## src/hw/rtl/ddo_pkg.sv

```systemverilog
// shared constants, codes and arithmetic helpers for the odometry / go-to-goal block
package ddo_pkg;

    localparam int COUNT_WIDTH_DEF  = 16;
    localparam int CORDIC_STEPS_DEF = 16;

    localparam int MUL_W   = 36;
    localparam int PROD_W  = 72;
    localparam int DIV_NW  = 64;
    localparam int DIV_DW  = 24;
    localparam int COR_W   = 36;
    localparam int COR_ZW  = 34;
    localparam int ATAN_IW = 5;
    localparam int CFG_W   = 32;
    localparam int CFG_IW  = 3;
    localparam int SUM_W   = 56;

    localparam logic signed [17:0] PI_Q13      = 18'sd25736;
    localparam logic signed [17:0] HALF_PI_Q13 = 18'sd12868;
    localparam logic signed [17:0] TWO_PI_Q13  = 18'sd51472;
    localparam logic signed [COR_ZW-1:0] PI_Q30   = 34'sd3373259426;
    localparam logic signed [MUL_W-1:0]  KINV_Q24 = 36'sd10188014;
    localparam logic signed [COR_W-1:0]  KINV_Q30 = 36'sd652032874;
    localparam logic signed [SUM_W-1:0]  DRIVE_LIM = 56'sd68451041280;
    localparam logic signed [PROD_W-1:0] TRAVEL_RND = 72'sd2048;
    localparam logic signed [COR_ZW-1:0] BEAR_RND   = 34'sd65536;

    localparam logic [23:0] DPP_RST    = 24'd283936;
    localparam logic [22:0] WB_RST     = 23'd125829;
    localparam logic [15:0] GL_RST     = 16'd218;
    localparam logic [15:0] GA_RST     = 16'd51;
    localparam logic [30:0] RADIUS_RST = 31'd52428800;

    typedef enum logic [1:0] {
        CMD_TICK  = 2'd0,
        CMD_LEFT  = 2'd1,
        CMD_RIGHT = 2'd2
    } t_cmd;

    typedef enum logic [CFG_IW-1:0] {
        CFG_DIST   = 3'd0,
        CFG_WBASE  = 3'd1,
        CFG_TX     = 3'd2,
        CFG_TY     = 3'd3,
        CFG_GLIN   = 3'd4,
        CFG_GANG   = 3'd5,
        CFG_RADIUS = 3'd6
    } t_cfg_idx;

    // atan(2^-i) in Q2.30
    function automatic logic signed [COR_ZW-1:0] atan_q30(input logic [ATAN_IW-1:0] i);
        logic signed [COR_ZW-1:0] r;
        case (i)
            5'd0:  r = 34'sd843314856;
            5'd1:  r = 34'sd497837829;
            5'd2:  r = 34'sd263043836;
            5'd3:  r = 34'sd133525158;
            5'd4:  r = 34'sd67021686;
            5'd5:  r = 34'sd33543515;
            5'd6:  r = 34'sd16775850;
            5'd7:  r = 34'sd8388437;
            5'd8:  r = 34'sd4194282;
            5'd9:  r = 34'sd2097149;
            5'd10: r = 34'sd1048575;
            5'd11: r = 34'sd524287;
            5'd12: r = 34'sd262143;
            5'd13: r = 34'sd131071;
            5'd14: r = 34'sd65535;
            5'd15: r = 34'sd32767;
            5'd16: r = 34'sd16383;
            5'd17: r = 34'sd8191;
            5'd18: r = 34'sd4095;
            5'd19: r = 34'sd2047;
            5'd20: r = 34'sd1023;
            5'd21: r = 34'sd511;
            5'd22: r = 34'sd255;
            5'd23: r = 34'sd127;
            default: r = '0;
        endcase
        return r;
    endfunction

    function automatic logic signed [17:0] wrap_once(input logic signed [17:0] a);
        logic signed [17:0] r;
        if (a > PI_Q13) begin
            r = a - TWO_PI_Q13;
        end else if (a < -PI_Q13) begin
            r = a + TWO_PI_Q13;
        end else begin
            r = a;
        end
        return r;
    endfunction

    function automatic logic signed [31:0] sat32(input logic signed [63:0] v);
        logic signed [31:0] r;
        if (v > 64'sd2147483647) begin
            r = 32'sh7fffffff;
        end else if (v < -64'sd2147483648) begin
            r = 32'sh80000000;
        end else begin
            r = v[31:0];
        end
        return r;
    endfunction

    function automatic logic signed [15:0] sat_heading(input logic signed [63:0] v);
        logic signed [15:0] r;
        if (v > 64'(PI_Q13)) begin
            r = 16'(PI_Q13);
        end else if (v < -64'(PI_Q13)) begin
            r = -16'(PI_Q13);
        end else begin
            r = v[15:0];
        end
        return r;
    endfunction

    // count * dist_per_pulse rounded half up to Q12.20
    function automatic logic signed [31:0] travel(input logic signed [PROD_W-1:0] p);
        logic signed [PROD_W-1:0] t;
        t = p + TRAVEL_RND;
        t = t >>> 12;
        return sat32(t[63:0]);
    endfunction

    // saturate to +/-255 in Q28, then truncate toward zero
    function automatic logic signed [8:0] drive(input logic signed [SUM_W-1:0] s);
        logic signed [SUM_W-1:0] m;
        logic [SUM_W-1:0] mag;
        logic [SUM_W-1:0] t;
        logic signed [8:0] r;
        if (s > DRIVE_LIM) begin
            m = DRIVE_LIM;
        end else if (s < -DRIVE_LIM) begin
            m = -DRIVE_LIM;
        end else begin
            m = s;
        end
        mag = m[SUM_W-1] ? SUM_W'(-m) : SUM_W'(m);
        t = mag >> 28;
        r = $signed({1'b0, t[7:0]});
        return m[SUM_W-1] ? -r : r;
    endfunction

endpackage

```

## src/hw/rtl/ddo_if.sv

```systemverilog
// valid/ready channel interfaces for encoder/tick items and pose/drive results
interface ddo_in_if;
    logic       valid;
    logic       ready;
    logic [1:0] command;
    logic       enc_a;
    logic       enc_b;
    modport source(output valid, command, enc_a, enc_b, input ready);
    modport sink(input valid, command, enc_a, enc_b, output ready);
endinterface

interface ddo_out_if;
    logic               valid;
    logic               ready;
    logic signed [31:0] pos_x;
    logic signed [31:0] pos_y;
    logic signed [15:0] heading;
    logic signed [8:0]  left_drive;
    logic signed [8:0]  right_drive;
    logic               arrived;
    modport source(output valid, pos_x, pos_y, heading, left_drive, right_drive, arrived,
                   input ready);
    modport sink(input valid, pos_x, pos_y, heading, left_drive, right_drive, arrived,
                 output ready);
endinterface

```

## src/hw/rtl/ddo_mul.sv

```systemverilog
// bit-serial signed multiplier, one multiplier bit per cycle
module ddo_mul (
    input  logic                                 i_clk,
    input  logic                                 i_rst_n,
    input  logic                                 i_start,
    input  logic signed [ddo_pkg::MUL_W-1:0]     i_a,
    input  logic signed [ddo_pkg::MUL_W-1:0]     i_b,
    output logic                                 o_done,
    output logic signed [ddo_pkg::PROD_W-1:0]    o_p
);
    localparam int CW = $clog2(ddo_pkg::MUL_W);

    logic                                r_busy;
    logic                                r_done;
    logic [CW-1:0]                       r_cnt;
    logic signed [ddo_pkg::PROD_W-1:0]   r_acc;
    logic signed [ddo_pkg::PROD_W-1:0]   r_a;
    logic signed [ddo_pkg::MUL_W-1:0]    r_b;
    logic                                last;
    logic signed [ddo_pkg::PROD_W-1:0]   addend;

    assign last = (r_cnt == CW'(ddo_pkg::MUL_W - 1));

    // top bit of the multiplier carries negative weight
    always_comb begin
        if (!r_b[0]) begin
            addend = '0;
        end else if (last) begin
            addend = -r_a;
        end else begin
            addend = r_a;
        end
    end

    always_ff @(posedge i_clk) begin
        if (!i_rst_n) begin
            r_busy <= 1'b0;
            r_done <= 1'b0;
            r_cnt  <= '0;
        end else begin
            r_done <= 1'b0;
            if (i_start) begin
                r_busy <= 1'b1;
                r_cnt  <= '0;
            end else if (r_busy) begin
                r_cnt <= r_cnt + 1'b1;
                if (last) begin
                    r_busy <= 1'b0;
                    r_done <= 1'b1;
                end
            end
        end
    end

    always_ff @(posedge i_clk) begin
        if (i_start) begin
            r_acc <= '0;
            r_a   <= ddo_pkg::PROD_W'(i_a);
            r_b   <= i_b;
        end else if (r_busy) begin
            r_acc <= r_acc + addend;
            r_a   <= r_a <<< 1;
            r_b   <= r_b >>> 1;
        end
    end

    assign o_done = r_done;
    assign o_p    = r_acc;
endmodule

```

## src/hw/rtl/ddo_div.sv

```systemverilog
// restoring signed divider, truncates toward zero, one quotient bit per cycle
module ddo_div (
    input  logic                                 i_clk,
    input  logic                                 i_rst_n,
    input  logic                                 i_start,
    input  logic signed [ddo_pkg::DIV_NW-1:0]    i_n,
    input  logic signed [ddo_pkg::DIV_DW-1:0]    i_d,
    output logic                                 o_done,
    output logic signed [ddo_pkg::DIV_NW-1:0]    o_q
);
    localparam int NW = ddo_pkg::DIV_NW;
    localparam int DW = ddo_pkg::DIV_DW;
    localparam int CW = $clog2(NW);

    logic            r_busy;
    logic            r_done;
    logic [CW-1:0]   r_cnt;
    logic            r_neg;
    logic [NW-1:0]   r_n;
    logic [DW-1:0]   r_d;
    logic [DW-1:0]   r_rem;
    logic [DW:0]     rem_sh;
    logic            fits;
    logic            last;

    assign last   = (r_cnt == CW'(NW - 1));
    assign rem_sh = {r_rem, r_n[NW-1]};
    assign fits   = (rem_sh >= {1'b0, r_d});

    always_ff @(posedge i_clk) begin
        if (!i_rst_n) begin
            r_busy <= 1'b0;
            r_done <= 1'b0;
            r_cnt  <= '0;
        end else begin
            r_done <= 1'b0;
            if (i_start) begin
                r_busy <= 1'b1;
                r_cnt  <= '0;
            end else if (r_busy) begin
                r_cnt <= r_cnt + 1'b1;
                if (last) begin
                    r_busy <= 1'b0;
                    r_done <= 1'b1;
                end
            end
        end
    end

    always_ff @(posedge i_clk) begin
        if (i_start) begin
            r_neg <= i_n[NW-1] ^ i_d[DW-1];
            r_n   <= i_n[NW-1] ? NW'(-i_n) : NW'(i_n);
            r_d   <= i_d[DW-1] ? DW'(-i_d) : DW'(i_d);
            r_rem <= '0;
        end else if (r_busy) begin
            r_rem <= fits ? DW'(rem_sh - {1'b0, r_d}) : rem_sh[DW-1:0];
            r_n   <= {r_n[NW-2:0], fits};
        end
    end

    assign o_done = r_done;
    assign o_q    = r_neg ? -$signed(r_n) : $signed(r_n);
endmodule

```

## src/hw/rtl/ddo_cordic.sv

```systemverilog
// iterative cordic, rotation mode (sin/cos) or vectoring mode (magnitude/angle)
module ddo_cordic #(
    parameter int STEPS = ddo_pkg::CORDIC_STEPS_DEF
) (
    input  logic                                 i_clk,
    input  logic                                 i_rst_n,
    input  logic                                 i_start,
    input  logic                                 i_vec,
    input  logic signed [ddo_pkg::COR_W-1:0]     i_x0,
    input  logic signed [ddo_pkg::COR_W-1:0]     i_y0,
    input  logic signed [ddo_pkg::COR_ZW-1:0]    i_z0,
    output logic                                 o_done,
    output logic signed [ddo_pkg::COR_W-1:0]     o_x,
    output logic signed [ddo_pkg::COR_W-1:0]     o_y,
    output logic signed [ddo_pkg::COR_ZW-1:0]    o_z
);
    localparam int IW = (STEPS > 1) ? $clog2(STEPS) : 1;

    logic                              r_busy;
    logic                              r_done;
    logic [IW-1:0]                     r_i;
    logic signed [ddo_pkg::COR_W-1:0]  r_x;
    logic signed [ddo_pkg::COR_W-1:0]  r_y;
    logic signed [ddo_pkg::COR_ZW-1:0] r_z;
    logic signed [ddo_pkg::COR_W-1:0]  sx;
    logic signed [ddo_pkg::COR_W-1:0]  sy;
    logic signed [ddo_pkg::COR_ZW-1:0] ang;
    logic                              dir;
    logic                              last;

    assign sx   = r_x >>> r_i;
    assign sy   = r_y >>> r_i;
    assign ang  = ddo_pkg::atan_q30(ddo_pkg::ATAN_IW'(r_i));
    // rotation drives z to zero, vectoring drives y to zero
    assign dir  = i_vec ? r_y[ddo_pkg::COR_W-1] : !r_z[ddo_pkg::COR_ZW-1];
    assign last = (r_i == IW'(STEPS - 1));

    always_ff @(posedge i_clk) begin
        if (!i_rst_n) begin
            r_busy <= 1'b0;
            r_done <= 1'b0;
            r_i    <= '0;
        end else begin
            r_done <= 1'b0;
            if (i_start) begin
                r_busy <= 1'b1;
                r_i    <= '0;
            end else if (r_busy) begin
                r_i <= r_i + 1'b1;
                if (last) begin
                    r_busy <= 1'b0;
                    r_done <= 1'b1;
                end
            end
        end
    end

    always_ff @(posedge i_clk) begin
        if (i_start) begin
            r_x <= i_x0;
            r_y <= i_y0;
            r_z <= i_z0;
        end else if (r_busy) begin
            if (dir) begin
                r_x <= r_x - sy;
                r_y <= r_y + sx;
                r_z <= r_z - ang;
            end else begin
                r_x <= r_x + sy;
                r_y <= r_y - sx;
                r_z <= r_z + ang;
            end
        end
    end

    assign o_done = r_done;
    assign o_x    = r_x;
    assign o_y    = r_y;
    assign o_z    = r_z;
endmodule

```

## src/hw/rtl/diff_drive_odometry_go_to_goal_unit.sv

```systemverilog
// encoder counting, dead reckoning and go-to-goal drive law around shared mul/div/cordic units
// encoder edge transactions: accepted only in idle and applied to the wheel count, no result
// tick transactions: a straight move or an arc, sequenced through the shared units:
//   the serial multiplier (up to 8 uses), the serial divider (up to 3 uses) and the cordic
// one tick in flight; input ready again once its result transaction is taken
// synchronous active-low reset: counts, pose and sequencer cleared, registers to defaults
module diff_drive_odometry_go_to_goal_unit #(
    parameter int COUNT_WIDTH  = ddo_pkg::COUNT_WIDTH_DEF,
    parameter int CORDIC_STEPS = ddo_pkg::CORDIC_STEPS_DEF
) (
    input  logic                          i_clk,
    input  logic                          i_rst_n,
    input  logic                          i_cfg_we,
    input  logic [ddo_pkg::CFG_IW-1:0]    i_cfg_idx,
    input  logic [ddo_pkg::CFG_W-1:0]     i_cfg_data,
    ddo_in_if.sink                        i_item,
    ddo_out_if.source                     o_result
);
    localparam logic signed [COUNT_WIDTH-1:0] CNT_MAX = {1'b0, {(COUNT_WIDTH-1){1'b1}}};
    localparam logic signed [COUNT_WIDTH-1:0] CNT_MIN = {1'b1, {(COUNT_WIDTH-1){1'b0}}};
    localparam int MW = ddo_pkg::MUL_W;
    localparam int CW = ddo_pkg::COR_W;
    localparam int ZW = ddo_pkg::COR_ZW;

    typedef enum logic [19:0] {
        S_IDLE   = 20'h00001,
        S_TRAV_L = 20'h00002,
        S_TRAV_R = 20'h00004,
        S_DIV_DH = 20'h00008,
        S_SC0    = 20'h00010,
        S_MUL_X  = 20'h00020,
        S_MUL_Y  = 20'h00040,
        S_SC1    = 20'h00080,
        S_MUL_AX = 20'h00100,
        S_DIV_AX = 20'h00200,
        S_MUL_AY = 20'h00400,
        S_DIV_AY = 20'h00800,
        S_VEC    = 20'h01000,
        S_MAG    = 20'h02000,
        S_CHK    = 20'h04000,
        S_SCE    = 20'h08000,
        S_LIN    = 20'h10000,
        S_VEL    = 20'h20000,
        S_ANG    = 20'h40000,
        S_OUT    = 20'h80000
    } t_state;

    t_state r_state, n_state;
    logic   r_kick, n_kick;

    // configuration
    logic [23:0]        r_dpp;
    logic [22:0]        r_wb;
    logic signed [31:0] r_tx;
    logic signed [31:0] r_ty;
    logic [15:0]        r_gl;
    logic [15:0]        r_ga;
    logic [30:0]        r_ar;

    // model state
    logic signed [COUNT_WIDTH-1:0] r_lcnt;
    logic signed [COUNT_WIDTH-1:0] r_rcnt;
    logic signed [31:0]            r_x;
    logic signed [31:0]            r_y;
    logic signed [15:0]            r_h;

    // per-tick working registers
    logic signed [31:0]  r_dl, r_dr, r_d;
    logic signed [15:0]  r_dh, r_h2, r_bear;
    logic signed [31:0]  r_c0, r_s0, r_c1, r_s1, r_cerr;
    logic signed [63:0]  r_prod;
    logic signed [CW-1:0] r_mag;
    logic signed [CW-1:0] r_lin;
    logic signed [16:0]  r_err;
    logic signed [ddo_pkg::SUM_W-1:0] r_v;
    logic signed [8:0]   r_ld, r_rd;
    logic                r_arr;

    // shared units
    logic                             mul_start, mul_done;
    logic signed [MW-1:0]             mul_a, mul_b;
    logic signed [ddo_pkg::PROD_W-1:0] mul_p;
    logic                             div_start, div_done;
    logic signed [ddo_pkg::DIV_NW-1:0] div_n, div_q;
    logic signed [ddo_pkg::DIV_DW-1:0] div_d;
    logic                             cor_start, cor_done, cor_vec;
    logic signed [CW-1:0]             cor_x0, cor_y0, cor_x, cor_y;
    logic signed [ZW-1:0]             cor_z0, cor_z;

    logic                accept;
    logic                same;
    logic signed [17:0]  ang_sel, ang_w, ang_f;
    logic                cor_neg;
    logic signed [32:0]  dx, dy;
    logic                goal_zero;
    logic signed [31:0]  cos_res, sin_res;
    logic signed [ZW-1:0] z_rnd;
    logic signed [15:0]  bear_w;
    logic                arrive;
    logic signed [ddo_pkg::SUM_W-1:0] w_term;

    assign accept = i_item.valid && i_item.ready;
    assign same   = (i_item.enc_a == i_item.enc_b);

    ddo_mul u_mul (
        .i_clk(i_clk), .i_rst_n(i_rst_n), .i_start(mul_start),
        .i_a(mul_a), .i_b(mul_b), .o_done(mul_done), .o_p(mul_p)
    );

    ddo_div u_div (
        .i_clk(i_clk), .i_rst_n(i_rst_n), .i_start(div_start),
        .i_n(div_n), .i_d(div_d), .o_done(div_done), .o_q(div_q)
    );

    ddo_cordic #(.STEPS(CORDIC_STEPS)) u_cordic (
        .i_clk(i_clk), .i_rst_n(i_rst_n), .i_start(cor_start), .i_vec(cor_vec),
        .i_x0(cor_x0), .i_y0(cor_y0), .i_z0(cor_z0),
        .o_done(cor_done), .o_x(cor_x), .o_y(cor_y), .o_z(cor_z)
    );

    // multiplier operands
    always_comb begin
        mul_a     = '0;
        mul_b     = '0;
        mul_start = 1'b0;
        unique case (r_state)
            S_TRAV_L: begin
                mul_a = MW'(r_lcnt);
                mul_b = $signed(MW'(r_dpp));
                mul_start = r_kick;
            end
            S_TRAV_R: begin
                mul_a = MW'(r_rcnt);
                mul_b = $signed(MW'(r_dpp));
                mul_start = r_kick;
            end
            S_MUL_X: begin
                mul_a = MW'(r_d);
                mul_b = MW'(r_c0);
                mul_start = r_kick;
            end
            S_MUL_Y: begin
                mul_a = MW'(r_d);
                mul_b = MW'(r_s0);
                mul_start = r_kick;
            end
            S_MUL_AX: begin
                mul_a = MW'(r_d);
                mul_b = MW'(r_s1) - MW'(r_s0);
                mul_start = r_kick;
            end
            S_MUL_AY: begin
                mul_a = MW'(r_d);
                mul_b = MW'(r_c1) - MW'(r_c0);
                mul_start = r_kick;
            end
            S_MAG: begin
                mul_a = cor_x;
                mul_b = ddo_pkg::KINV_Q24;
                mul_start = r_kick;
            end
            S_LIN: begin
                mul_a = r_mag;
                mul_b = MW'(r_cerr);
                mul_start = r_kick;
            end
            S_VEL: begin
                mul_a = $signed(MW'(r_gl));
                mul_b = r_lin;
                mul_start = r_kick;
            end
            S_ANG: begin
                mul_a = $signed(MW'(r_ga));
                mul_b = MW'(r_err);
                mul_start = r_kick;
            end
            default: ;
        endcase
    end

    // divider operands
    always_comb begin
        div_n     = '0;
        div_d     = '0;
        div_start = 1'b0;
        unique case (r_state)
            S_DIV_DH: begin
                div_n = (64'(r_dr) - 64'(r_dl)) <<< 13;
                div_d = (r_wb == '0) ? 24'sd1 : $signed({1'b0, r_wb});
                div_start = r_kick;
            end
            S_DIV_AX, S_DIV_AY: begin
                div_n = r_prod;
                div_d = 24'(r_dh);
                div_start = r_kick;
            end
            default: ;
        endcase
    end

    // angle fold into +/- pi/2 for rotation mode
    always_comb begin
        unique case (r_state)
            S_SC1:   ang_sel = 18'(r_h2);
            S_SCE:   ang_sel = 18'(r_err);
            default: ang_sel = 18'(r_h);
        endcase
        ang_w = ddo_pkg::wrap_once(ang_sel);
        if (ang_w > ddo_pkg::HALF_PI_Q13) begin
            ang_f   = ang_w - ddo_pkg::PI_Q13;
            cor_neg = 1'b1;
        end else if (ang_w < -ddo_pkg::HALF_PI_Q13) begin
            ang_f   = ang_w + ddo_pkg::PI_Q13;
            cor_neg = 1'b1;
        end else begin
            ang_f   = ang_w;
            cor_neg = 1'b0;
        end
    end

    assign dx        = 33'(r_tx) - 33'(r_x);
    assign dy        = 33'(r_ty) - 33'(r_y);
    assign goal_zero = (dx == '0) && (dy == '0);

    always_comb begin
        cor_vec   = 1'b0;
        cor_x0    = ddo_pkg::KINV_Q30;
        cor_y0    = '0;
        cor_z0    = ZW'(ang_f) <<< 17;
        cor_start = 1'b0;
        unique case (r_state)
            S_SC0, S_SC1, S_SCE: begin
                cor_start = r_kick;
            end
            S_VEC: begin
                cor_vec = 1'b1;
                // left half plane: flip the vector and preload +/- pi
                if (dx[32]) begin
                    cor_x0 = -CW'(dx);
                    cor_y0 = -CW'(dy);
                    cor_z0 = dy[32] ? -ddo_pkg::PI_Q30 : ddo_pkg::PI_Q30;
                end else begin
                    cor_x0 = CW'(dx);
                    cor_y0 = CW'(dy);
                    cor_z0 = '0;
                end
                cor_start = r_kick && !goal_zero;
            end
            default: ;
        endcase
    end

    assign cos_res = cor_neg ? 32'(-cor_x) : 32'(cor_x);
    assign sin_res = cor_neg ? 32'(-cor_y) : 32'(cor_y);
    assign z_rnd   = cor_z + ddo_pkg::BEAR_RND;
    assign bear_w  = 16'(ddo_pkg::wrap_once(18'(z_rnd >>> 17)));
    assign arrive  = (r_mag < $signed(CW'(r_ar)));
    assign w_term  = 56'(mul_p) <<< 7;

    // sequencer
    always_comb begin
        n_state = r_state;
        unique case (r_state)
            S_IDLE:   if (accept && i_item.command == ddo_pkg::CMD_TICK) n_state = S_TRAV_L;
            S_TRAV_L: if (mul_done) n_state = S_TRAV_R;
            S_TRAV_R: if (mul_done) n_state = S_DIV_DH;
            S_DIV_DH: if (div_done) n_state = S_SC0;
            S_SC0:    if (cor_done) n_state = (r_dh == '0) ? S_MUL_X : S_SC1;
            S_MUL_X:  if (mul_done) n_state = S_MUL_Y;
            S_MUL_Y:  if (mul_done) n_state = S_VEC;
            S_SC1:    if (cor_done) n_state = S_MUL_AX;
            S_MUL_AX: if (mul_done) n_state = S_DIV_AX;
            S_DIV_AX: if (div_done) n_state = S_MUL_AY;
            S_MUL_AY: if (mul_done) n_state = S_DIV_AY;
            S_DIV_AY: if (div_done) n_state = S_VEC;
            S_VEC: begin
                if (r_kick && goal_zero) begin
                    n_state = S_CHK;
                end else if (cor_done) begin
                    n_state = S_MAG;
                end
            end
            S_MAG:    if (mul_done) n_state = S_CHK;
            S_CHK:    n_state = arrive ? S_OUT : S_SCE;
            S_SCE:    if (cor_done) n_state = S_LIN;
            S_LIN:    if (mul_done) n_state = S_VEL;
            S_VEL:    if (mul_done) n_state = S_ANG;
            S_ANG:    if (mul_done) n_state = S_OUT;
            S_OUT:    if (o_result.ready) n_state = S_IDLE;
            default:  n_state = S_IDLE;
        endcase
        n_kick = (n_state != r_state);
    end

    always_ff @(posedge i_clk) begin
        if (!i_rst_n) begin
            r_state <= S_IDLE;
            r_kick  <= 1'b0;
            r_lcnt  <= '0;
            r_rcnt  <= '0;
            r_x     <= '0;
            r_y     <= '0;
            r_h     <= '0;
            r_dpp   <= ddo_pkg::DPP_RST;
            r_wb    <= ddo_pkg::WB_RST;
            r_tx    <= '0;
            r_ty    <= '0;
            r_gl    <= ddo_pkg::GL_RST;
            r_ga    <= ddo_pkg::GA_RST;
            r_ar    <= ddo_pkg::RADIUS_RST;
        end else begin
            r_state <= n_state;
            r_kick  <= n_kick;
            if (i_cfg_we) begin
                unique case (ddo_pkg::t_cfg_idx'(i_cfg_idx))
                    ddo_pkg::CFG_DIST:   r_dpp <= i_cfg_data[23:0];
                    ddo_pkg::CFG_WBASE:  r_wb  <= i_cfg_data[22:0];
                    ddo_pkg::CFG_TX:     r_tx  <= $signed(i_cfg_data);
                    ddo_pkg::CFG_TY:     r_ty  <= $signed(i_cfg_data);
                    ddo_pkg::CFG_GLIN:   r_gl  <= i_cfg_data[15:0];
                    ddo_pkg::CFG_GANG:   r_ga  <= i_cfg_data[15:0];
                    ddo_pkg::CFG_RADIUS: r_ar  <= i_cfg_data[30:0];
                    default: ;
                endcase
            end
            unique case (r_state)
                S_IDLE: begin
                    if (accept && i_item.command == ddo_pkg::CMD_LEFT) begin
                        if (same) begin
                            if (r_lcnt != CNT_MIN) r_lcnt <= r_lcnt - 1'b1;
                        end else begin
                            if (r_lcnt != CNT_MAX) r_lcnt <= r_lcnt + 1'b1;
                        end
                    end else if (accept && i_item.command == ddo_pkg::CMD_RIGHT) begin
                        if (same) begin
                            if (r_rcnt != CNT_MAX) r_rcnt <= r_rcnt + 1'b1;
                        end else begin
                            if (r_rcnt != CNT_MIN) r_rcnt <= r_rcnt - 1'b1;
                        end
                    end
                end
                S_TRAV_R: begin
                    if (mul_done) begin
                        r_lcnt <= '0;
                        r_rcnt <= '0;
                    end
                end
                S_MUL_X: if (mul_done) r_x <= ddo_pkg::sat32(64'(r_x) + 64'(mul_p >>> 30));
                S_MUL_Y: if (mul_done) r_y <= ddo_pkg::sat32(64'(r_y) + 64'(mul_p >>> 30));
                S_DIV_AX: if (div_done) r_x <= ddo_pkg::sat32(64'(r_x) + (div_q >>> 17));
                S_DIV_AY: begin
                    if (div_done) begin
                        r_y <= ddo_pkg::sat32(64'(r_y) - (div_q >>> 17));
                        r_h <= r_h2;
                    end
                end
                default: ;
            endcase
        end
    end

    // per-tick datapath
    always_ff @(posedge i_clk) begin
        unique case (r_state)
            S_TRAV_L: if (mul_done) r_dl <= ddo_pkg::travel(mul_p);
            S_TRAV_R: if (mul_done) r_dr <= ddo_pkg::travel(mul_p);
            S_DIV_DH: begin
                if (div_done) begin
                    r_dh <= ddo_pkg::sat_heading(div_q);
                    r_d  <= 32'((33'(r_dl) + 33'(r_dr)) >>> 1);
                end
            end
            S_SC0: begin
                if (cor_done) begin
                    r_c0 <= cos_res;
                    r_s0 <= sin_res;
                    r_h2 <= 16'(ddo_pkg::wrap_once(18'(r_h) + 18'(r_dh)));
                end
            end
            S_SC1: begin
                if (cor_done) begin
                    r_c1 <= cos_res;
                    r_s1 <= sin_res;
                end
            end
            S_MUL_AX, S_MUL_AY: if (mul_done) r_prod <= mul_p[63:0];
            S_VEC: begin
                if (r_kick && goal_zero) begin
                    r_mag  <= '0;
                    r_bear <= '0;
                end
            end
            S_MAG: begin
                if (mul_done) begin
                    r_mag  <= CW'(mul_p >>> 24);
                    r_bear <= bear_w;
                end
            end
            S_CHK: begin
                r_err <= 17'(18'(r_bear) - 18'(r_h));
                r_arr <= arrive;
                if (arrive) begin
                    r_ld <= '0;
                    r_rd <= '0;
                end
            end
            S_SCE: if (cor_done) r_cerr <= cos_res;
            S_LIN: if (mul_done) r_lin <= CW'(mul_p >>> 30);
            S_VEL: if (mul_done) r_v <= 56'(mul_p);
            S_ANG: begin
                if (mul_done) begin
                    r_ld <= ddo_pkg::drive(r_v + w_term);
                    r_rd <= ddo_pkg::drive(r_v - w_term);
                end
            end
            default: ;
        endcase
    end

    assign i_item.ready         = (r_state == S_IDLE);
    assign o_result.valid       = (r_state == S_OUT);
    assign o_result.pos_x       = r_x;
    assign o_result.pos_y       = r_y;
    assign o_result.heading     = r_h;
    assign o_result.left_drive  = r_ld;
    assign o_result.right_drive = r_rd;
    assign o_result.arrived     = r_arr;

    a_tick_starts: assert property (@(posedge i_clk) disable iff (!i_rst_n)
        (accept && i_item.command == ddo_pkg::CMD_TICK) |=> (r_state == S_TRAV_L))
        else $error("tick transaction did not start the sequence");

    a_counts_cleared: assert property (@(posedge i_clk) disable iff (!i_rst_n)
        (r_state == S_TRAV_R && mul_done) |=> (r_lcnt == '0 && r_rcnt == '0))
        else $error("wheel counts not cleared after a tick");

    a_heading_range: assert property (@(posedge i_clk) disable iff (!i_rst_n)
        (r_h <= 16'(ddo_pkg::PI_Q13)) && (r_h >= -16'(ddo_pkg::PI_Q13)))
        else $error("heading left the wrapped range");

    a_arrived_stops: assert property (@(posedge i_clk) disable iff (!i_rst_n)
        (o_result.valid && o_result.arrived) |-> (r_ld == '0 && r_rd == '0))
        else $error("drives not zero on arrival");
endmodule
```

## src/flat_wrapper.sv

```systemverilog
// flat-port wrapper written by rule: the top's interface ports become plain ports
module diff_drive_odometry_go_to_goal_unit_flat 
#(
    parameter int COUNT_WIDTH  = ddo_pkg::COUNT_WIDTH_DEF,
    parameter int CORDIC_STEPS = ddo_pkg::CORDIC_STEPS_DEF
)
  (i_clk, i_rst_n, i_cfg_we, i_cfg_idx, i_cfg_data, i_item_valid, i_item_command, i_item_enc_a, i_item_enc_b, i_item_ready, o_result_valid, o_result_pos_x, o_result_pos_y, o_result_heading, o_result_left_drive, o_result_right_drive, o_result_arrived, o_result_ready);
  ddo_in_if i_item_i ();
  ddo_out_if o_result_i ();
  input  logic i_clk;
  input  logic i_rst_n;
  input  logic i_cfg_we;
  input  logic [ddo_pkg::CFG_IW-1:0] i_cfg_idx;
  input  logic [ddo_pkg::CFG_W-1:0] i_cfg_data;
  input wire logic [$bits(i_item_i.valid)-1:0] i_item_valid;
  input wire logic [$bits(i_item_i.command)-1:0] i_item_command;
  input wire logic [$bits(i_item_i.enc_a)-1:0] i_item_enc_a;
  input wire logic [$bits(i_item_i.enc_b)-1:0] i_item_enc_b;
  output wire logic [$bits(i_item_i.ready)-1:0] i_item_ready;
  output wire logic [$bits(o_result_i.valid)-1:0] o_result_valid;
  output wire logic [$bits(o_result_i.pos_x)-1:0] o_result_pos_x;
  output wire logic [$bits(o_result_i.pos_y)-1:0] o_result_pos_y;
  output wire logic [$bits(o_result_i.heading)-1:0] o_result_heading;
  output wire logic [$bits(o_result_i.left_drive)-1:0] o_result_left_drive;
  output wire logic [$bits(o_result_i.right_drive)-1:0] o_result_right_drive;
  output wire logic [$bits(o_result_i.arrived)-1:0] o_result_arrived;
  input wire logic [$bits(o_result_i.ready)-1:0] o_result_ready;
  assign i_item_i.valid = i_item_valid;
  assign i_item_i.command = i_item_command;
  assign i_item_i.enc_a = i_item_enc_a;
  assign i_item_i.enc_b = i_item_enc_b;
  assign i_item_ready = i_item_i.ready;
  assign o_result_valid = o_result_i.valid;
  assign o_result_pos_x = o_result_i.pos_x;
  assign o_result_pos_y = o_result_i.pos_y;
  assign o_result_heading = o_result_i.heading;
  assign o_result_left_drive = o_result_i.left_drive;
  assign o_result_right_drive = o_result_i.right_drive;
  assign o_result_arrived = o_result_i.arrived;
  assign o_result_i.ready = o_result_ready;
  diff_drive_odometry_go_to_goal_unit #(.COUNT_WIDTH(COUNT_WIDTH), .CORDIC_STEPS(CORDIC_STEPS)) u_core (.i_clk(i_clk), .i_rst_n(i_rst_n), .i_cfg_we(i_cfg_we), .i_cfg_idx(i_cfg_idx), .i_cfg_data(i_cfg_data), .i_item(i_item_i), .o_result(o_result_i));
endmodule
```

## config.mk

```make
export PLATFORM = sky130hd
export DESIGN_NAME = diff_drive_odometry_go_to_goal_unit_flat
export DESIGN_NICKNAME = d
export VERILOG_FILES = /design/src/hw/rtl/ddo_pkg.sv /design/src/hw/rtl/ddo_if.sv /design/src/hw/rtl/ddo_mul.sv /design/src/hw/rtl/ddo_div.sv /design/src/hw/rtl/ddo_cordic.sv /design/src/hw/rtl/diff_drive_odometry_go_to_goal_unit.sv /design/src/flat_wrapper.sv
export SDC_FILE = /design/constraint.sdc
export NUM_CORES = 2
export LEC_CHECK = 0
export BUFFER_PORTS_ARGS = -buffer_cell sky130_fd_sc_hd__buf_2
export CAP_MARGIN = 40
export CORE_ASPECT_RATIO = 0.8
export CORE_MARGIN = 2
export CORE_UTILIZATION = 30
export DETAILED_ROUTE_END_ITERATION = 8
export GPL_TIMING_DRIVEN = 0
export PLACE_DENSITY = 0.41
export RECOVER_POWER = 50
export SYNTH_ARGS = -nofsm -noshare
export SYNTH_HDL_FRONTEND = slang
export SYNTH_SLANG_ARGS = --single-unit
```

## constraint.sdc

```tcl
create_clock -name i_clk -period 12.2 [get_ports i_clk]
set_input_delay 0.61 -clock i_clk [delete_from_list [all_inputs] [get_ports i_clk]]
set_output_delay 0.61 -clock i_clk [all_outputs]
set_load 0.01 [all_outputs]
```

After elaboration in Yosys (flattened, before gate mapping)

Memories as Yosys holds them, arrays and structs flattened. A register that Yosys moved wholly into a read port is not among the register bits.
Cells that the tools add are included.

Register bits after elaboration: 1260
Bits in read-only memories: 480
Input bits: 44
Output and inout bits: 101
Word-level logic and storage cells: 393
Memories: 1

$add $sub $neg: 51
$lt $le $gt $ge: 26
Equality and inequality tests: 53
Shift-type cells: 2
Muxes and demuxes: 140
Bitwise operators: 5
Reductions and logical operators: 60

Memories:

| memory          | depth | bits a word | read ports | clocked after Yosys merged registers in | wr ports | line          | source |
|---|---|---|---|---|---|---|---|
| (no name shown) | 16    | 30          | 1          | 1                                       | 0        | ddo_pkg.sv:53 | `case (i)` |

Operators with widths:

| kind                   | count |
|---|---|
| $mux 36                | 15 |
| $mux 32                | 16 |
| $mux 56                | 8 |
| $mux 20                | 21 |
| $pmux 20 s20           | 1 |
| $pmux 36 s9            | 1 |
| $mux 72                | 4 |
| $mux 16                | 17 |
| $gt 64x32->1 const B   | 4 |
| $lt 64x32->1 const B   | 4 |
| $mux 64                | 4 |
| $pmux 36 s7            | 1 |
| $mux 34                | 6 |
| $sub 32x32->33         | 5 |
| $neg 64->64            | 2 |
| $pmux 32 s2            | 2 |
| $pmux 64 s2            | 1 |
| $gt 56x37->1 const B   | 2 |
| $lt 56x37->1 const B   | 2 |
| $pmux 16 s2            | 3 |
| $add 32x42->43         | 2 |
| $add 36x36->36         | 2 |
| $add 72x13->72 const B | 1 |
| $add 72x72->72         | 1 |
| 106 further kinds      | 212 |

Longest topological paths before layout

Word-level depth: 12
Gate-level depth with buffers: 33
Depth with buffers taken out: 33

Cells and area by module

From an unflattened synthesis, not the netlist that was laid out.

Cells, all modules: 12875
Area total of the unflattened synthesis: 108357.7 um^2

By module, submodules not included:

| module                              | instances | cells each | area an instance (um^2) |
|---|---|---|---|
| diff_drive_odometry_go_to_goal_unit | 1         | 8307       | 68449.4 |
| ddo_cordic                          | 1         | 2008       | 17073.9 |
| ddo_mul                             | 1         | 1510       | 13471.7 |
| ddo_div                             | 1         | 1050       | 9362.7 |

Least setup slack after synthesis

No wires, ideal clock.

Path type: register to register
Start: register u_core.r_y[1] (netlist: u_core.o_result.pos_y[1])
End: register u_core.r_bear[0], enable pin
Arrival: 9.102 ns
Data required time: 11.659 ns
Setup slack: 2.557 ns
Cell stages (with the launch flop): 20
Buffers on the path: 0
Period minus slack after synthesis: 9.643 ns
Path through: dfxtp_1 > inv_1 > fa_1 > a21o_1 > a21oi_1 > o21a_1 > o21ai_0 > o311ai_1 > o221ai_1 > o31ai_1 > o21bai_1 > a21o_1 > xor2_1 > a2111oi_1 > or4b_1 > or4_1 > nor2_1 > ha_1 > a41oi_1 > a211oi_1

Longest elaborated chain between the ends: 6

Ends and longest elaborated chain:

| what                       | line                                       | source |
|---|---|---|
| start, declared            | diff_drive_odometry_go_to_goal_unit.sv:64  | `logic signed [31:0] r_y;` |
| start signal, assigned     | diff_drive_odometry_go_to_goal_unit.sv:349 | `S_MUL_Y: if (mul_done) r_y <= ddo_pkg::sat32(64'(r_y) + 64'(mul_p >>> 30));` |
| start signal, assigned     | diff_drive_odometry_go_to_goal_unit.sv:353 | `r_y <= ddo_pkg::sat32(64'(r_y) - (div_q >>> 17));` |
| $sub 32x32->33             | diff_drive_odometry_go_to_goal_unit.sv:222 | `assign dy = 33'(r_ty) - 33'(r_y);` |
| $logic_not 33->1           | diff_drive_odometry_go_to_goal_unit.sv:223 | `assign goal_zero = (dx == '0) && (dy == '0);` |
| $logic_and 1x1->1          | diff_drive_odometry_go_to_goal_unit.sv:223 |  |
| $logic_and 1x1->1          | diff_drive_odometry_go_to_goal_unit.sv:388 | `if (r_kick && goal_zero) begin` |
| $ne 2x1->1 (no line)       | --                                         |  |
| $reduce_and 3->1 (no line) | --                                         |  |
| end signal, assigned       | diff_drive_odometry_go_to_goal_unit.sv:396 | `r_bear <= bear_w;` |
| end, declared              | diff_drive_odometry_go_to_goal_unit.sv:69  | `logic signed [15:0] r_dh, r_h2, r_bear;` |

Every way passes these cells.
A chain may end at the register's enable or synchronous reset.

Final worst setup path

Start: register u_core.u_div.r_n[8]
End: register u_core.r_y[20] (netlist: u_core.o_result.pos_y[20])

Longest elaborated chain between the ends: 8
Elaborated cells on any way between the ends: 9
Those cells by class: add/sub (2); order compare (2); mux (5)

Ends and longest elaborated chain:

| what                   | line                                       | source |
|---|---|---|
| start, declared        | ddo_div.sv:19                              | `logic [NW-1:0] r_n;` |
| start signal, assigned | ddo_div.sv:53                              | `r_n <= i_n[NW-1] ? NW'(-i_n) : NW'(i_n);` |
| start signal, assigned | ddo_div.sv:58                              | `r_n <= {r_n[NW-2:0], fits};` |
| $neg 64->64 *          | ddo_div.sv:63                              | `assign o_q = r_neg ? -$signed(r_n) : $signed(r_n);` |
| $mux 64 *              | ddo_div.sv:63                              |  |
| $sub 32x47->48 *       | diff_drive_odometry_go_to_goal_unit.sv:353 |  |
| $lt 64x32->1           | ddo_pkg.sv:99                              | `end else if (v < -64'sd2147483648) begin` |
| $mux 32                | ddo_pkg.sv:99                              |  |
| $mux 32 *              | ddo_pkg.sv:97                              | `if (v > 64'sd2147483647) begin` |
| $mux 32 *              | diff_drive_odometry_go_to_goal_unit.sv:352 | `if (div_done) begin` |
| $pmux 32 s2 *          | diff_drive_odometry_go_to_goal_unit.sv:326 | `unique case (r_state)` |

Mark *: on every way between the ends. The rest lies on a longest branch, timed or not. The select of a mux whose other input is x is not followed.

==> key figures <==
Pwr
  • Power Dens Cells: 99.7 nW/um2
  • Sequential share of power: 40.2%
  • Combinational power share: 14.3%
  • Static leakage: 45.8 nW
  • Switch share: 29.9%
  • Peak supply drop: 0.0000977 V
  • Switching power: 3.60 mW
  • Int Pwr: 8.41 mW
  • Clock power share: 45.4%

Drt
  • Iter 0 DRT Violations: 13,000
  • Drc violations: 2
  • Routed wire length: 535,000 um
  • Detailed-router iteration count before antenna repair: 9
  • Vias: 104,000
  • Post-DRT Antenna Nets: 0
  • Wire per inst: 29.7 um
  • Routed vias/inst: 5.75

Floorplanning
  • Core area: 352,000 um2
  • Row Count: 195
  • Die height: 536 um
  • IO Pins: 145
  • Starting Density: 30.1%
  • Die area: 358,000 um2
  • Die Wd: 669 um

Clock tree
  • CTS Root Cell: clkbuf_16
  • Resize count post-CTS: 0
  • CTS Buffer Depth: 4
  • Insertion delay to the later sink of the worst-skew pair: 0.90 ns
  • CTS tree: built
  • H-tree Lvls: 4
  • Worst-path clk slew: 0.06 ns
  • CTS sink count: 1,289
  • Number of buffers created by CTS: 167

Critical path
  • Crit. End Element: flip-flop
  • Critical Path AT: 10.97 ns
  • Crit path from: u_core.u_div.r_n[8]$_DFFE_PP_
  • R2R Setup Slk: 2.02 ns
  • Critical path class: flip-flop to flip-flop
  • Worst EP required: 12.99 ns
  • CP max FO: 10
  • Worst r2r src: u_core.u_div.r_n[8]$_DFFE_PP_
  • Startpoint types: flip-flop
  • Worst path slowest cell: o31ai_1
  • Max stage delay on crit path: 0.77 ns

Final layout
  • Layout cells sized above 1: 5.68%
  • Most frequent cells in the layout: nand2_1, nor2_1, a21oi_1, edfxtp_1, ha_1
  • NumNets Final: 14,000
  • Design area: 120,000 um2
  • Area Growth Syn to Fin: 13.6%
  • Most common cell after layout, fill and taps aside: nand2_1

Placed design
  • Number of port buffers: 144
  • DP Wirelength: 437,000 um
  • Placement Cell Area: 116,000 um2
  • Final Wtd Congestion: 0.967

Synthesis
  • #FFs+latches synth: 1,289
  • Seq/Total Area, Yosys: 32.2%
  • Netlist cell types: 108
  • Syn. warnings: 0
  • Mean Syn Cell Area: 8.42 um2
  • Synth area leader: edfxtp_1
  • Post-Syn Nets: 13,400
  • Synth top area cells: edfxtp_1, ha_1, dfxtp_1
  • Synth Flop Type: edfxtp_1
  • Mapped Area: 106,000 um2
  • Ys async rst share: 0%
  • EDFF count, synth: 835
  • Synth Instances: 12,600
  • Synth top area share: 23.7%

STA
  • Setup Viol. Count Final: 0
  • Final hold slack: 0.106 ns
  • Final hold vios: 0
  • Min Tclk post-route: 10.18 ns
  • Unrepaired setup endpoints after global routing: false
  • Worst-Margin Slew: 3.45 ns
  • Final Skew: 0.0529 ns
  • Rel. slew slack: -130%
  • Max Slew Vio Count: 596
  • Ratio of final minimum period to clock period: 83.4%
  • Fmax: 98.2 MHz

Global routing
  • Vias in the first global route: 95,300
  • Initial antenna violation count: 116
  • Global-route wire length before repair: 736,000 um
  • Largest net degree at the start of global routing: 57
  • GRT Total Usage: 28.7%
  • GRT overflow: 0

Hold path
  • Hold/Removal Path Class: input pin to flip-flop
  • Min-delay src: i_cfg_data[31]

Outcome
  • Outcome: finished, violations left
  • Failing checks: design-rule violations, max-capacitance violations, max-slew violations

Job
  • Max Cap Viol: 39
[logic make-up (layout without fill, tap and decap cells)]
group | Yosys count | in the layout | share of synthesized area [%]
and+or+nand+nor | 4315 | 4315 | 19.4
AOI/OAI and AO/OA | 3630 | 3630 | 22.4
DFF | 1289 | 1289 | 32.2
buffers and inverters | 1225 | 1882 | 4.44
xor gates and xnor gates | 1088 | 1088 | 9.00
adders and majority gates | 813 | 813 | 9.75
muxes | 230 | 230 | 2.74
other | 1 | 44 | 0.00354
[power by group through the flow]
stage | Clock, mW | Sequential [mW] | Combinational (mW)
6_report | 5.46 | 4.83 | 1.72
5_1_grt | 5.70 | 4.83 | 1.83
4_1_cts | 5.54 | 4.83 | 1.72
3_5_place_dp | 0 | 4.93 | 1.71
3_3_place_gp | 0 | 4.99 | 1.58
2_1_floorplan | 0 | 4.81 | 1.08
[metal layers]
layer | vias up | track usage [%] | part of all wire, %
met4 | 10 | 9.61 | 3.8
met1 | 51300 | 42.3 | 46
met2 | 4671 | 41.5 | 41
met3 | 705 | 5.32 | 9.0
li1 | 47000 | - | -
met5 | - | 0.773 | 0.080
[cells in the mapped netlist, types with 93 or more instances]
library cell     n
clkbuf_1       441
a21oi_1        956
o31ai_1        169
a21o_1         270
nand3_1        293
a31oi_1        153
and3_1         114
or3_1          135
xor2_1         367
o21bai_1       109
o21ai_0        750
nor3_1         281
dfxtp_1        454
and2_1         178
ha_1           792
nand4_1        116
a211oi_1        97
nor2b_1        170
nor4_1         121
a21boi_0       236
o211ai_1        93
inv_1          688
xnor2_1        720
edfxtp_1       835
nor2_1         980
o21a_1         124
nand2b_1       174
mux2i_1        158
nand2_1       1473
[state kept, by name (all words and copies together) (netlist names), 34 cells and up]
signal / cells
u_core.r_v: 56
u_core.r_lin: 36
u_core.u_div.r_n: 64
u_core.r_prod: 64
u_core.u_cordic.o_y: 36
u_core.u_mul.r_a: 72
u_core.u_cordic.o_z: 34
u_core.u_mul.r_b: 36
u_core.u_mul.o_p: 72
u_core.u_cordic.o_x: 36
u_core.r_mag: 36
[timing repair]
| item | CTS | global route |
|---|---|---|
| setup buffers | 0 | 0 |
| endpoints found under the hold margin | 1 | 0 |
| hold buffers | 1 | 0 |
[layout make-up]
type	instances	area, um2
Tap cell	4728	5920
Inverter	698	2620
Clock buffer	221	4770
Sequential cell	1289	34200
Buffer	527	2080
Fill cell	37000	232000
Multi-Input combinational cell	10100	67200
Clock inverter	87	1050
Antenna cell	43	108
Timing Repair Buffer	349	2510
[worst max-delay path: cells and delay by family (launching register included)]
kind,cells,cell delay [ns]
xor+xnor,1,0.74
fa+ha+maj,1,0.39
mux,1,0.55
simple gates,9,2.94
flops,1,0.46
compound gates,13,3.50
buf+inv,3,1.47
[through the flow]
| step | std cells | total power [mW] | utilization, % | setup TNS (ns) | worst slack, ns |
|---|---|---|---|---|---|
| 2_1_floorplan | 12600 | 5.89 | - | 0 | 2.56 |
| 3_3_place_gp | 17500 | 6.57 | 32.0 | -187.95 | -2.56 |
| 3_5_place_dp | 17700 | 6.63 | 32.9 | 0 | 2.63 |
| 4_1_cts | 18000 | 12.1 | 34.5 | 0 | 2.56 |
| 5_1_grt | 18000 | 12.4 | 34.2 | 0 | 1.67 |
| 6_report | 18000 | 12.0 | 34.2 | 0 | 2.02 |
[path summary, 6_finish.rpt]
check / endpoint / cells after the start
setup / recovery: u_core.o_result.pos_y[20]$_SDFFE_PN0P_ / 28
hold / removal: u_core.r_tx[31]$_SDFFE_PN0P_ / 3
setup reg to reg: u_core.o_result.pos_y[20]$_SDFFE_PN0P_ / 28
hold reg to reg: u_core.u_div.r_rem[23]$_SDFFE_PP0P_ / 2
Power figures use the tool's default switching activity.
